`src/tpcr_pkg.sv`:
```
`timescale 1ns / 1ps

package tpcr_pkg;

  // Packet counter width (wrapping packet numbers).
  localparam int CNT_W = 32;
  // Output packet number width.
  localparam int SEG_W = 32;
  // PCR value width: 33-bit base * 300 + 9-bit extension.
  localparam int PCR_W = 42;
  // Interval field width and its saturation value.
  localparam int IV_W = 31;
  localparam logic [IV_W-1:0] INTERVAL_MAX = {IV_W{1'b1}};
  // Dividend: dPCR times a 3-bit datagram size.
  localparam int PPD_W = 3;
  localparam int NUM_W = PCR_W + PPD_W;
  // Divisor: dPackets times 27.
  localparam int DEN_W = CNT_W + 5;
  localparam int STEP_W = $clog2(NUM_W);
  // Reset datagram size.
  localparam logic [PPD_W-1:0] PPD_RESET = 3'd7;
  // Adaptation field control codes with an adaptation field present.
  localparam logic [1:0] AFC_ADAPT_ONLY = 2'b10;
  localparam logic [1:0] AFC_ADAPT_PAYLOAD = 2'b11;
  // PCR flag position in the adaptation flags byte.
  localparam int PCR_FLAG_BIT = 4;
  // Job queue depth between front and back.
  localparam int Q_DEPTH = 4;
  localparam int Q_PTR_W = $clog2(Q_DEPTH);

  typedef struct packed {
    logic [1:0]  adaptation_control;
    logic [7:0]  adaptation_length;
    logic [7:0]  adaptation_flags;
    logic [47:0] pcr_bytes;
  } in_item_t;

  typedef struct packed {
    logic [SEG_W-1:0] segment_end_packet;
    logic [IV_W-1:0]  datagram_interval_us;
    logic             pcr_not_forward;
  } result_t;

  // One closed segment handed from front to back.
  typedef struct packed {
    logic [SEG_W-1:0] pkt;
    logic [PCR_W-1:0] dpcr;
    logic [CNT_W-1:0] dpk;
    logic             not_fwd;
  } job_t;

  // Queue handshake toward the back part.
  typedef struct packed {
    logic valid;
    logic full;
  } q_status_t;

endpackage

```
`src/tpcr_front.sv`:
```
`timescale 1ns / 1ps

module tpcr_front (
  input  logic              clk,
  input  logic              rst,
  input  logic              push,
  output logic              full,
  input  tpcr_pkg::in_item_t item,
  output logic              q_push,
  output tpcr_pkg::job_t    q_job,
  input  logic              q_full
);

  logic [tpcr_pkg::CNT_W-1:0] counter;
  logic                       s_valid;
  logic                       s_has;
  logic [tpcr_pkg::PCR_W-1:0] s_pcr;
  logic [tpcr_pkg::CNT_W-1:0] s_cnt;
  logic [tpcr_pkg::PCR_W-1:0] ref_pcr;
  logic [tpcr_pkg::CNT_W-1:0] ref_pkt;

  logic                       accept;
  logic                       has_pcr;
  logic [tpcr_pkg::PCR_W-1:0] base_w;
  logic [tpcr_pkg::PCR_W-1:0] pcr_value;
  logic                       ref_held;
  logic                       s_go;

  // Classify: adaptation field present, nonzero length, PCR flag set.
  assign has_pcr = ((item.adaptation_control == tpcr_pkg::AFC_ADAPT_ONLY) ||
                    (item.adaptation_control == tpcr_pkg::AFC_ADAPT_PAYLOAD)) &&
                   (item.adaptation_length != 8'd0) &&
                   item.adaptation_flags[tpcr_pkg::PCR_FLAG_BIT];

  // PCR = base * 300 + extension, 300 = 256 + 32 + 8 + 4.
  assign base_w = tpcr_pkg::PCR_W'(item.pcr_bytes[47:15]);
  assign pcr_value = ((base_w << 8) + (base_w << 5)) + ((base_w << 3) + (base_w << 2))
                   + tpcr_pkg::PCR_W'(item.pcr_bytes[8:0]);

  assign ref_held = (ref_pcr != '0);
  // Hold the stage only when it closes a segment and the queue has no room.
  assign s_go   = s_valid && !(s_has && ref_held && q_full);
  assign full   = s_valid && !s_go;
  assign accept = push && !full;

  // Build the job for a closed segment.
  assign q_push        = s_valid && s_has && ref_held && !q_full;
  assign q_job.pkt     = tpcr_pkg::SEG_W'(s_cnt);
  assign q_job.dpcr    = s_pcr - ref_pcr;
  assign q_job.dpk     = s_cnt - ref_pkt;
  assign q_job.not_fwd = (s_pcr <= ref_pcr);

  // Count packets and register the classified beat.
  always_ff @(posedge clk) begin
    if (rst) begin
      counter <= '0;
      s_valid <= 1'b0;
    end else if (accept) begin
      counter <= counter + 1'b1;
      s_valid <= 1'b1;
    end else if (s_go) begin
      s_valid <= 1'b0;
    end
    if (accept) begin
      s_has <= has_pcr;
      s_pcr <= pcr_value;
      s_cnt <= counter + 1'b1;
    end
  end

  // Replace the reference on every PCR packet leaving the stage.
  always_ff @(posedge clk) begin
    if (rst) begin
      ref_pcr <= '0;
      ref_pkt <= '0;
    end else if (s_go && s_has) begin
      ref_pcr <= s_pcr;
      ref_pkt <= s_cnt;
    end
  end

endmodule

```
`src/tpcr_queue.sv`:
```
`timescale 1ns / 1ps

module tpcr_queue (
  input  logic                clk,
  input  logic                rst,
  input  logic                wr,
  input  tpcr_pkg::job_t      wr_job,
  input  logic                rd,
  output tpcr_pkg::job_t      rd_job,
  output tpcr_pkg::q_status_t status
);

  tpcr_pkg::job_t                 slots [tpcr_pkg::Q_DEPTH];
  logic [tpcr_pkg::Q_PTR_W-1:0]   wr_ptr;
  logic [tpcr_pkg::Q_PTR_W-1:0]   rd_ptr;
  logic [tpcr_pkg::Q_PTR_W:0]     count;
  logic                           do_wr;
  logic                           do_rd;

  assign status.valid = (count != '0);
  assign status.full  = (count == (tpcr_pkg::Q_PTR_W + 1)'(tpcr_pkg::Q_DEPTH));
  assign do_wr  = wr && !status.full;
  assign do_rd  = rd && status.valid;
  assign rd_job = slots[rd_ptr];

  // Advance pointers and occupancy.
  always_ff @(posedge clk) begin
    if (rst) begin
      wr_ptr <= '0;
      rd_ptr <= '0;
      count  <= '0;
    end else begin
      if (do_wr) wr_ptr <= wr_ptr + 1'b1;
      if (do_rd) rd_ptr <= rd_ptr + 1'b1;
      if (do_wr && !do_rd) count <= count + 1'b1;
      else if (do_rd && !do_wr) count <= count - 1'b1;
    end
  end

  // Store the incoming job.
  always_ff @(posedge clk) begin
    if (do_wr) slots[wr_ptr] <= wr_job;
  end

endmodule

```
`src/tpcr_back.sv`:
```
`timescale 1ns / 1ps

module tpcr_back (
  input  logic                       clk,
  input  logic                       rst,
  input  logic                       cfg_valid,
  input  logic [tpcr_pkg::PPD_W-1:0] cfg_data,
  input  tpcr_pkg::q_status_t        q_status,
  input  tpcr_pkg::job_t             q_job,
  output logic                       q_pop,
  output logic                       empty,
  input  logic                       pop,
  output tpcr_pkg::result_t          result
);

  typedef enum logic [1:0] {IDLE, DIV, DONE} state_t;

  state_t                         state;
  logic [tpcr_pkg::PPD_W-1:0]     ppd;
  logic [tpcr_pkg::STEP_W-1:0]    step;
  logic [tpcr_pkg::NUM_W-1:0]     num;
  logic [tpcr_pkg::DEN_W-1:0]     den;
  logic [tpcr_pkg::DEN_W-1:0]     rem;
  logic [tpcr_pkg::SEG_W-1:0]     pkt;
  logic                           nf;
  logic                           dz;
  logic                           out_valid;

  logic [tpcr_pkg::NUM_W-1:0]     x_w;
  logic [tpcr_pkg::NUM_W-1:0]     x_load;
  logic [tpcr_pkg::DEN_W-1:0]     d_w;
  logic [tpcr_pkg::DEN_W-1:0]     d_load;
  logic [tpcr_pkg::DEN_W:0]       shifted;
  logic [tpcr_pkg::DEN_W:0]       diff;
  logic                           ge;
  logic                           out_free;
  logic                           sat;
  logic [tpcr_pkg::IV_W-1:0]      interval;

  // Dividend dPCR * N and divisor dPackets * 27 (27 = 16 + 8 + 2 + 1).
  assign x_w    = tpcr_pkg::NUM_W'(q_job.dpcr);
  assign x_load = (ppd[0] ? x_w : '0) + (ppd[1] ? (x_w << 1) : '0)
                + (ppd[2] ? (x_w << 2) : '0);
  assign d_w    = tpcr_pkg::DEN_W'(q_job.dpk);
  assign d_load = ((d_w << 4) + (d_w << 3)) + ((d_w << 1) + d_w);

  // One restoring division step per cycle.
  assign shifted = {rem, num[tpcr_pkg::NUM_W-1]};
  assign diff    = shifted - {1'b0, den};
  assign ge      = (shifted >= {1'b0, den});

  assign q_pop    = (state == IDLE) && q_status.valid;
  assign out_free = !out_valid || pop;
  assign empty    = !out_valid;

  // Saturate the quotient into the interval field; a non-forward PCR gives zero, a zero packet distance the maximum.
  assign sat      = |num[tpcr_pkg::NUM_W-1:tpcr_pkg::IV_W];
  assign interval = nf  ? '0 :
                    dz  ? tpcr_pkg::INTERVAL_MAX :
                    sat ? tpcr_pkg::INTERVAL_MAX : num[tpcr_pkg::IV_W-1:0];

  // Datagram size register.
  always_ff @(posedge clk) begin
    if (rst) begin
      ppd <= tpcr_pkg::PPD_RESET;
    end else if (cfg_valid) begin
      ppd <= cfg_data;
    end
  end

  // Sequence load, divide and hand-off to the result register.
  always_ff @(posedge clk) begin
    if (rst) begin
      state     <= IDLE;
      out_valid <= 1'b0;
    end else begin
      // Drop a popped beat unless a new one replaces it this cycle.
      if (pop && out_valid && (state != DONE)) out_valid <= 1'b0;
      case (state)
        IDLE: begin
          if (q_status.valid) begin
            pkt  <= q_job.pkt;
            nf   <= q_job.not_fwd;
            dz   <= (q_job.dpk == '0);
            num  <= x_load;
            den  <= d_load;
            rem  <= '0;
            step <= '0;
            if (q_job.not_fwd || (q_job.dpk == '0)) state <= DONE;
            else state <= DIV;
          end
        end
        DIV: begin
          rem  <= ge ? diff[tpcr_pkg::DEN_W-1:0] : shifted[tpcr_pkg::DEN_W-1:0];
          num  <= {num[tpcr_pkg::NUM_W-2:0], ge};
          step <= step + 1'b1;
          if (step == tpcr_pkg::STEP_W'(tpcr_pkg::NUM_W - 1)) state <= DONE;
        end
        DONE: begin
          if (out_free) begin
            result.segment_end_packet   <= pkt;
            result.datagram_interval_us <= interval;
            result.pcr_not_forward      <= nf;
            out_valid <= 1'b1;
            state     <= IDLE;
          end
        end
        default: state <= IDLE;
      endcase
    end
  end

endmodule

```
`src/ts_pcr_pacing_interval.sv`:
```
`timescale 1ns / 1ps

// PCR-based pacing: packets are numbered from 1; each PCR that follows a
// nonzero reference PCR closes a segment and yields one result with the closing
// packet number and floor(dPCR * N / (dPackets * 27)) microseconds between
// datagrams, saturated. Input beats are taken one per cycle, registered in the
// front stage and then written to the four-entry job queue, while it has room.
// In the back part each closed segment is loaded, runs through 45 steps of a
// bit-serial restoring divider (one quotient bit per cycle) and is moved into
// the result register once that is free; a non-forward PCR or a zero packet
// distance skips the divider; the next job is loaded only after that move.
// The datagram size register, written via cfg_valid/cfg_data, is always ready.
module ts_pcr_pacing_interval (
  input  logic                       clk,
  input  logic                       rst,
  input  logic                       push,
  output logic                       full,
  input  tpcr_pkg::in_item_t         item,
  output logic                       empty,
  input  logic                       pop,
  output tpcr_pkg::result_t          result,
  input  logic                       cfg_valid,
  output logic                       cfg_ready,
  input  logic [tpcr_pkg::PPD_W-1:0] cfg_data
);

  logic                 q_push;
  logic                 q_pop;
  tpcr_pkg::job_t       q_in;
  tpcr_pkg::job_t       q_out;
  tpcr_pkg::q_status_t  q_status;

  assign cfg_ready = 1'b1;

  tpcr_front u_front (
    .clk    (clk),
    .rst    (rst),
    .push   (push),
    .full   (full),
    .item   (item),
    .q_push (q_push),
    .q_job  (q_in),
    .q_full (q_status.full)
  );

  tpcr_queue u_queue (
    .clk    (clk),
    .rst    (rst),
    .wr     (q_push),
    .wr_job (q_in),
    .rd     (q_pop),
    .rd_job (q_out),
    .status (q_status)
  );

  tpcr_back u_back (
    .clk       (clk),
    .rst       (rst),
    .cfg_valid (cfg_valid),
    .cfg_data  (cfg_data),
    .q_status  (q_status),
    .q_job     (q_out),
    .q_pop     (q_pop),
    .empty     (empty),
    .pop       (pop),
    .result    (result)
  );

endmodule

```
`config.mk`:
```
export PLATFORM = sky130hd
export DESIGN_NAME = ts_pcr_pacing_interval
export DESIGN_NICKNAME = d
export VERILOG_FILES = /design/src/tpcr_pkg.sv /design/src/tpcr_front.sv /design/src/tpcr_queue.sv /design/src/tpcr_back.sv /design/src/ts_pcr_pacing_interval.sv
export SDC_FILE = /design/constraint.sdc
export NUM_CORES = 2
export LEC_CHECK = 0
export ABC_AREA = 1
export BUFFER_PORTS_ARGS = -buffer_cell sky130_fd_sc_hd__buf_2
export CAP_MARGIN = 10
export CORE_UTILIZATION = 60
export CTS_CLUSTER_DIAMETER = 30
export DETAILED_ROUTE_END_ITERATION = 12
export PLACE_DENSITY = 0.77
export REMOVE_ABC_BUFFERS = 1
export SYNTH_ARGS = -nofsm -noshare
export SYNTH_HDL_FRONTEND = slang
export SYNTH_SLANG_ARGS = --single-unit
```
`constraint.sdc`:
```
create_clock -name clk -period 18.92 [get_ports clk]
set_input_delay 2.838 -clock clk [delete_from_list [all_inputs] [get_ports clk]]
set_output_delay 2.838 -clock clk [all_outputs]
set_load 0.05 [all_outputs]
```
==> flow_metrics.tcl <==
set metrics [dict create \
    outcome "finished, final reports clean" \
    synth_area_sq_um 54600 \
    cp.arrival_ps 7810 \
    syn_to_final_growth_pct 12.6 \
    syn_inst 6468 \
    mostFrequentLayoutCells "1,547 x nand2_1, 828 x inv_1, 726 x edfxtp_1" \
    async_flop_share_pct 0 \
    crit_slowest_cell "buf_4" \
    dp_hpwl_mm 96.4 \
    cts_sinks 848 \
    io_pins 141 \
    num-fill-cells 7119 \
    postSynthAreaPerCell_sq_um 8.44 \
    startpoint_type "register" \
    wl_met3_mm 7.44 \
    relSlewSlack_pct 25.1 \
    met2_wirelength_mm 62.1 \
    hold_viol 0 \
    crit_buf_inv 5 \
    final-seq-area_sq_um 24200 \
    crit_type "register to register" \
    cp_slowest_stage_delay_ps 850 \
    drc 0 \
    max_cap_violations 0 \
    die_width_um 304 \
    io_buffers 125 \
    rsz0062_at_grt "false" \
    drt-wirelength-per-cell_um 16.7 \
    die_y_um 304 \
    whs_ps 415 \
    ys_seq_elements 848 \
    finalCriticalPeriod_ps 7290 \
    fin_skew_ps 81.8 \
    clock_latency_ps 780 \
    layout-drive-gt1-share_pct 6.97 \
    final_antenna_net_count 0 \
    h-tree-depth 4 \
    critical-path-top-delay-family "compound AO/OA/AOI/OAI gates" \
    overflow 0 \
    synth_edf_count 726 \
    numCtsBuffers 151 \
    core_area_sq_um 90100 \
    clockBufferDepth 3 \
    worst_pin_slew_ps 1120 \
    path_clk_slew_ps 50 \
    root_buffer "clkbuf_16" \
    via_per_inst 5.58 \
    grt_pass1_vias 43400 \
    wl_met1_mm 58.8 \
    grt_pass1_wl_mm 216 \
    yosys_warnings 0 \
    fmax_mhz 137 \
    first_pass_iters 8 \
    globalplace.congestion 0.970 \
    cts_tree "yes" \
    drtIter0Drc 3215 \
    track_usage_pct 28.7 \
    synth_cell_types 60 \
    highest_layer "met5" \
    std_cell_rows 110 \
    antenna_found_initial 1 \
    ys.flop_type "edfxtp_1" \
    post_cts_buffers 0 \
    hold_path.class "register to register" \
    dieArea_sq_um 92200 \
    grt_max_degree 101 \
    cts_resized 0 \
    postCtsHoldBufs 0 \
    setup_viol 0 \
    multi_input_area_sq_um 26500 \
    ys_seq_area_share_pct 44.4 \
    start_util_pct 60.6 \
    timing.final.max_slew_violations 0 \
    cp.required_ps 19440 \
    fin_nets 7151 \
    path_max_fanout 96 \
    fin_crit_sh_pct 38.6 \
    wirelength_mm 132 \
    tns_ps 0 \
    vias 44200 \
    cp-end-kind "register" \
    final_common_cell "nand2_1" \
    crit_top_cell "nand2_1" \
]
[per-stage QoR]
step	setup slack [ps]	instances	cell area [sq um]	util [%]
after floorplan	6950	6306	53800	-
after CTS	11700	7915	61500	68.2
final	11630	7917	61500	68.2
after global routing	11260	7915	61500	68.2
after global placement	11560	7636	56200	62.4
after detailed placement	11560	7636	56200	62.4
[synth_stat cells, types with 3 or more instances]
library cell | number | area share, %
nand2_2 | 7 | 0.080
buf_1 | 11 | 0.076
fa_1 | 112 | 4.1
nand3_2 | 4 | 0.073
a21boi_0 | 15 | 0.21
nor2_2 | 11 | 0.13
nor3_1 | 63 | 0.58
o21a_1 | 13 | 0.18
nand3b_1 | 25 | 0.34
a21o_1 | 34 | 0.47
buf_2 | 16 | 0.15
o21ai_0 | 355 | 3.3
xnor2_1 | 73 | 1.2
nor4_1 | 23 | 0.26
dfxtp_1 | 122 | 4.5
buf_6 | 16 | 0.33
ha_1 | 352 | 8.1
xor2_2 | 3 | 0.089
a31oi_1 | 19 | 0.22
o211ai_1 | 10 | 0.14
nand4_1 | 62 | 0.71
o21bai_1 | 27 | 0.37
inv_1 | 831 | 5.7
nor2_1 | 716 | 4.9
nor2_4 | 6 | 0.12
edfxtp_1 | 726 | 40
or2_2 | 6 | 0.069
o31ai_1 | 33 | 0.45
inv_2 | 4 | 0.027
nand3_1 | 280 | 2.6
xor2_1 | 147 | 2.4
o221ai_1 | 3 | 0.048
and2_1 | 5 | 0.057
a32oi_1 | 32 | 0.51
a21oi_1 | 500 | 4.6
clkbuf_1 | 115 | 0.79
o21ai_1 | 43 | 0.39
nand2_1 | 1548 | 11
o22ai_1 | 71 | 0.81
[final cells by class]
| type | count | share of cell area (%) |
|---|---|---|
| repair buffers | 154 | 1.37 |
| diodes | 2 | 0.00814 |
| flip-flops and latches | 848 | 39.4 |
| clock inverters | 107 | 2.24 |
| multi-input cells | 4622 | 43.1 |
| inverters | 836 | 5.12 |
| clock buffers | 172 | 6.32 |
| well taps | 1176 | 2.39 |
[per-layer routing]
| layer | global-route usage [%] | up-vias |
|---|---|---|
| met5 | 0 | - |
| met4 | 10.8 | 2 |
| met3 | 3.67 | 264 |
| met2 | 47.8 | 1443 |
| met1 | 38.4 | 20500 |
| li1 | - | 22000 |
[registers in the layout (all words and copies together) (netlist names), 2 cells and up, named ones only]
register	cells
u_back.pkt	32
u_back.num	45
u_queue.count	3
u_back.step	6
u_front.ref_pcr	42
u_back.ppd	3
u_back.den	37
u_back.state	2
u_back.rem	37
u_queue.wr_ptr	2
u_back.result	64
u_front.s_pcr	42
u_front.counter	32
u_queue.slots	428
u_front.s_cnt	32
u_queue.rd_ptr	2
u_front.ref_pkt	32
[cells by family after synthesis]
family | after synthesis | share of synthesized area, %
simple gates | 2770 | 20.9
compound gates | 1164 | 11.8
buf+inv | 998 | 7.17
flops | 848 | 44.4
fa+ha+maj | 464 | 12.2
xor+xnor | 223 | 3.62
other cells | 1 | 0.00687
[worst paths after layout]
path / slack [ps] / depth (start not counted) / startpoint / to
worst max-delay path: 11630 / 25 / register / u_back.den[33]
worst min-delay path: 410 / 0 / u_back.pkt[8] / u_back.result[40]
worst max register to register: 11630 / 25 / register / u_back.den[33]
worst min register to register: 410 / 0 / u_back.pkt[8] / u_back.result[40]
Power is not shown: default switching activity piles up to over one toggle a cycle in this logic, so the estimate is an artifact.
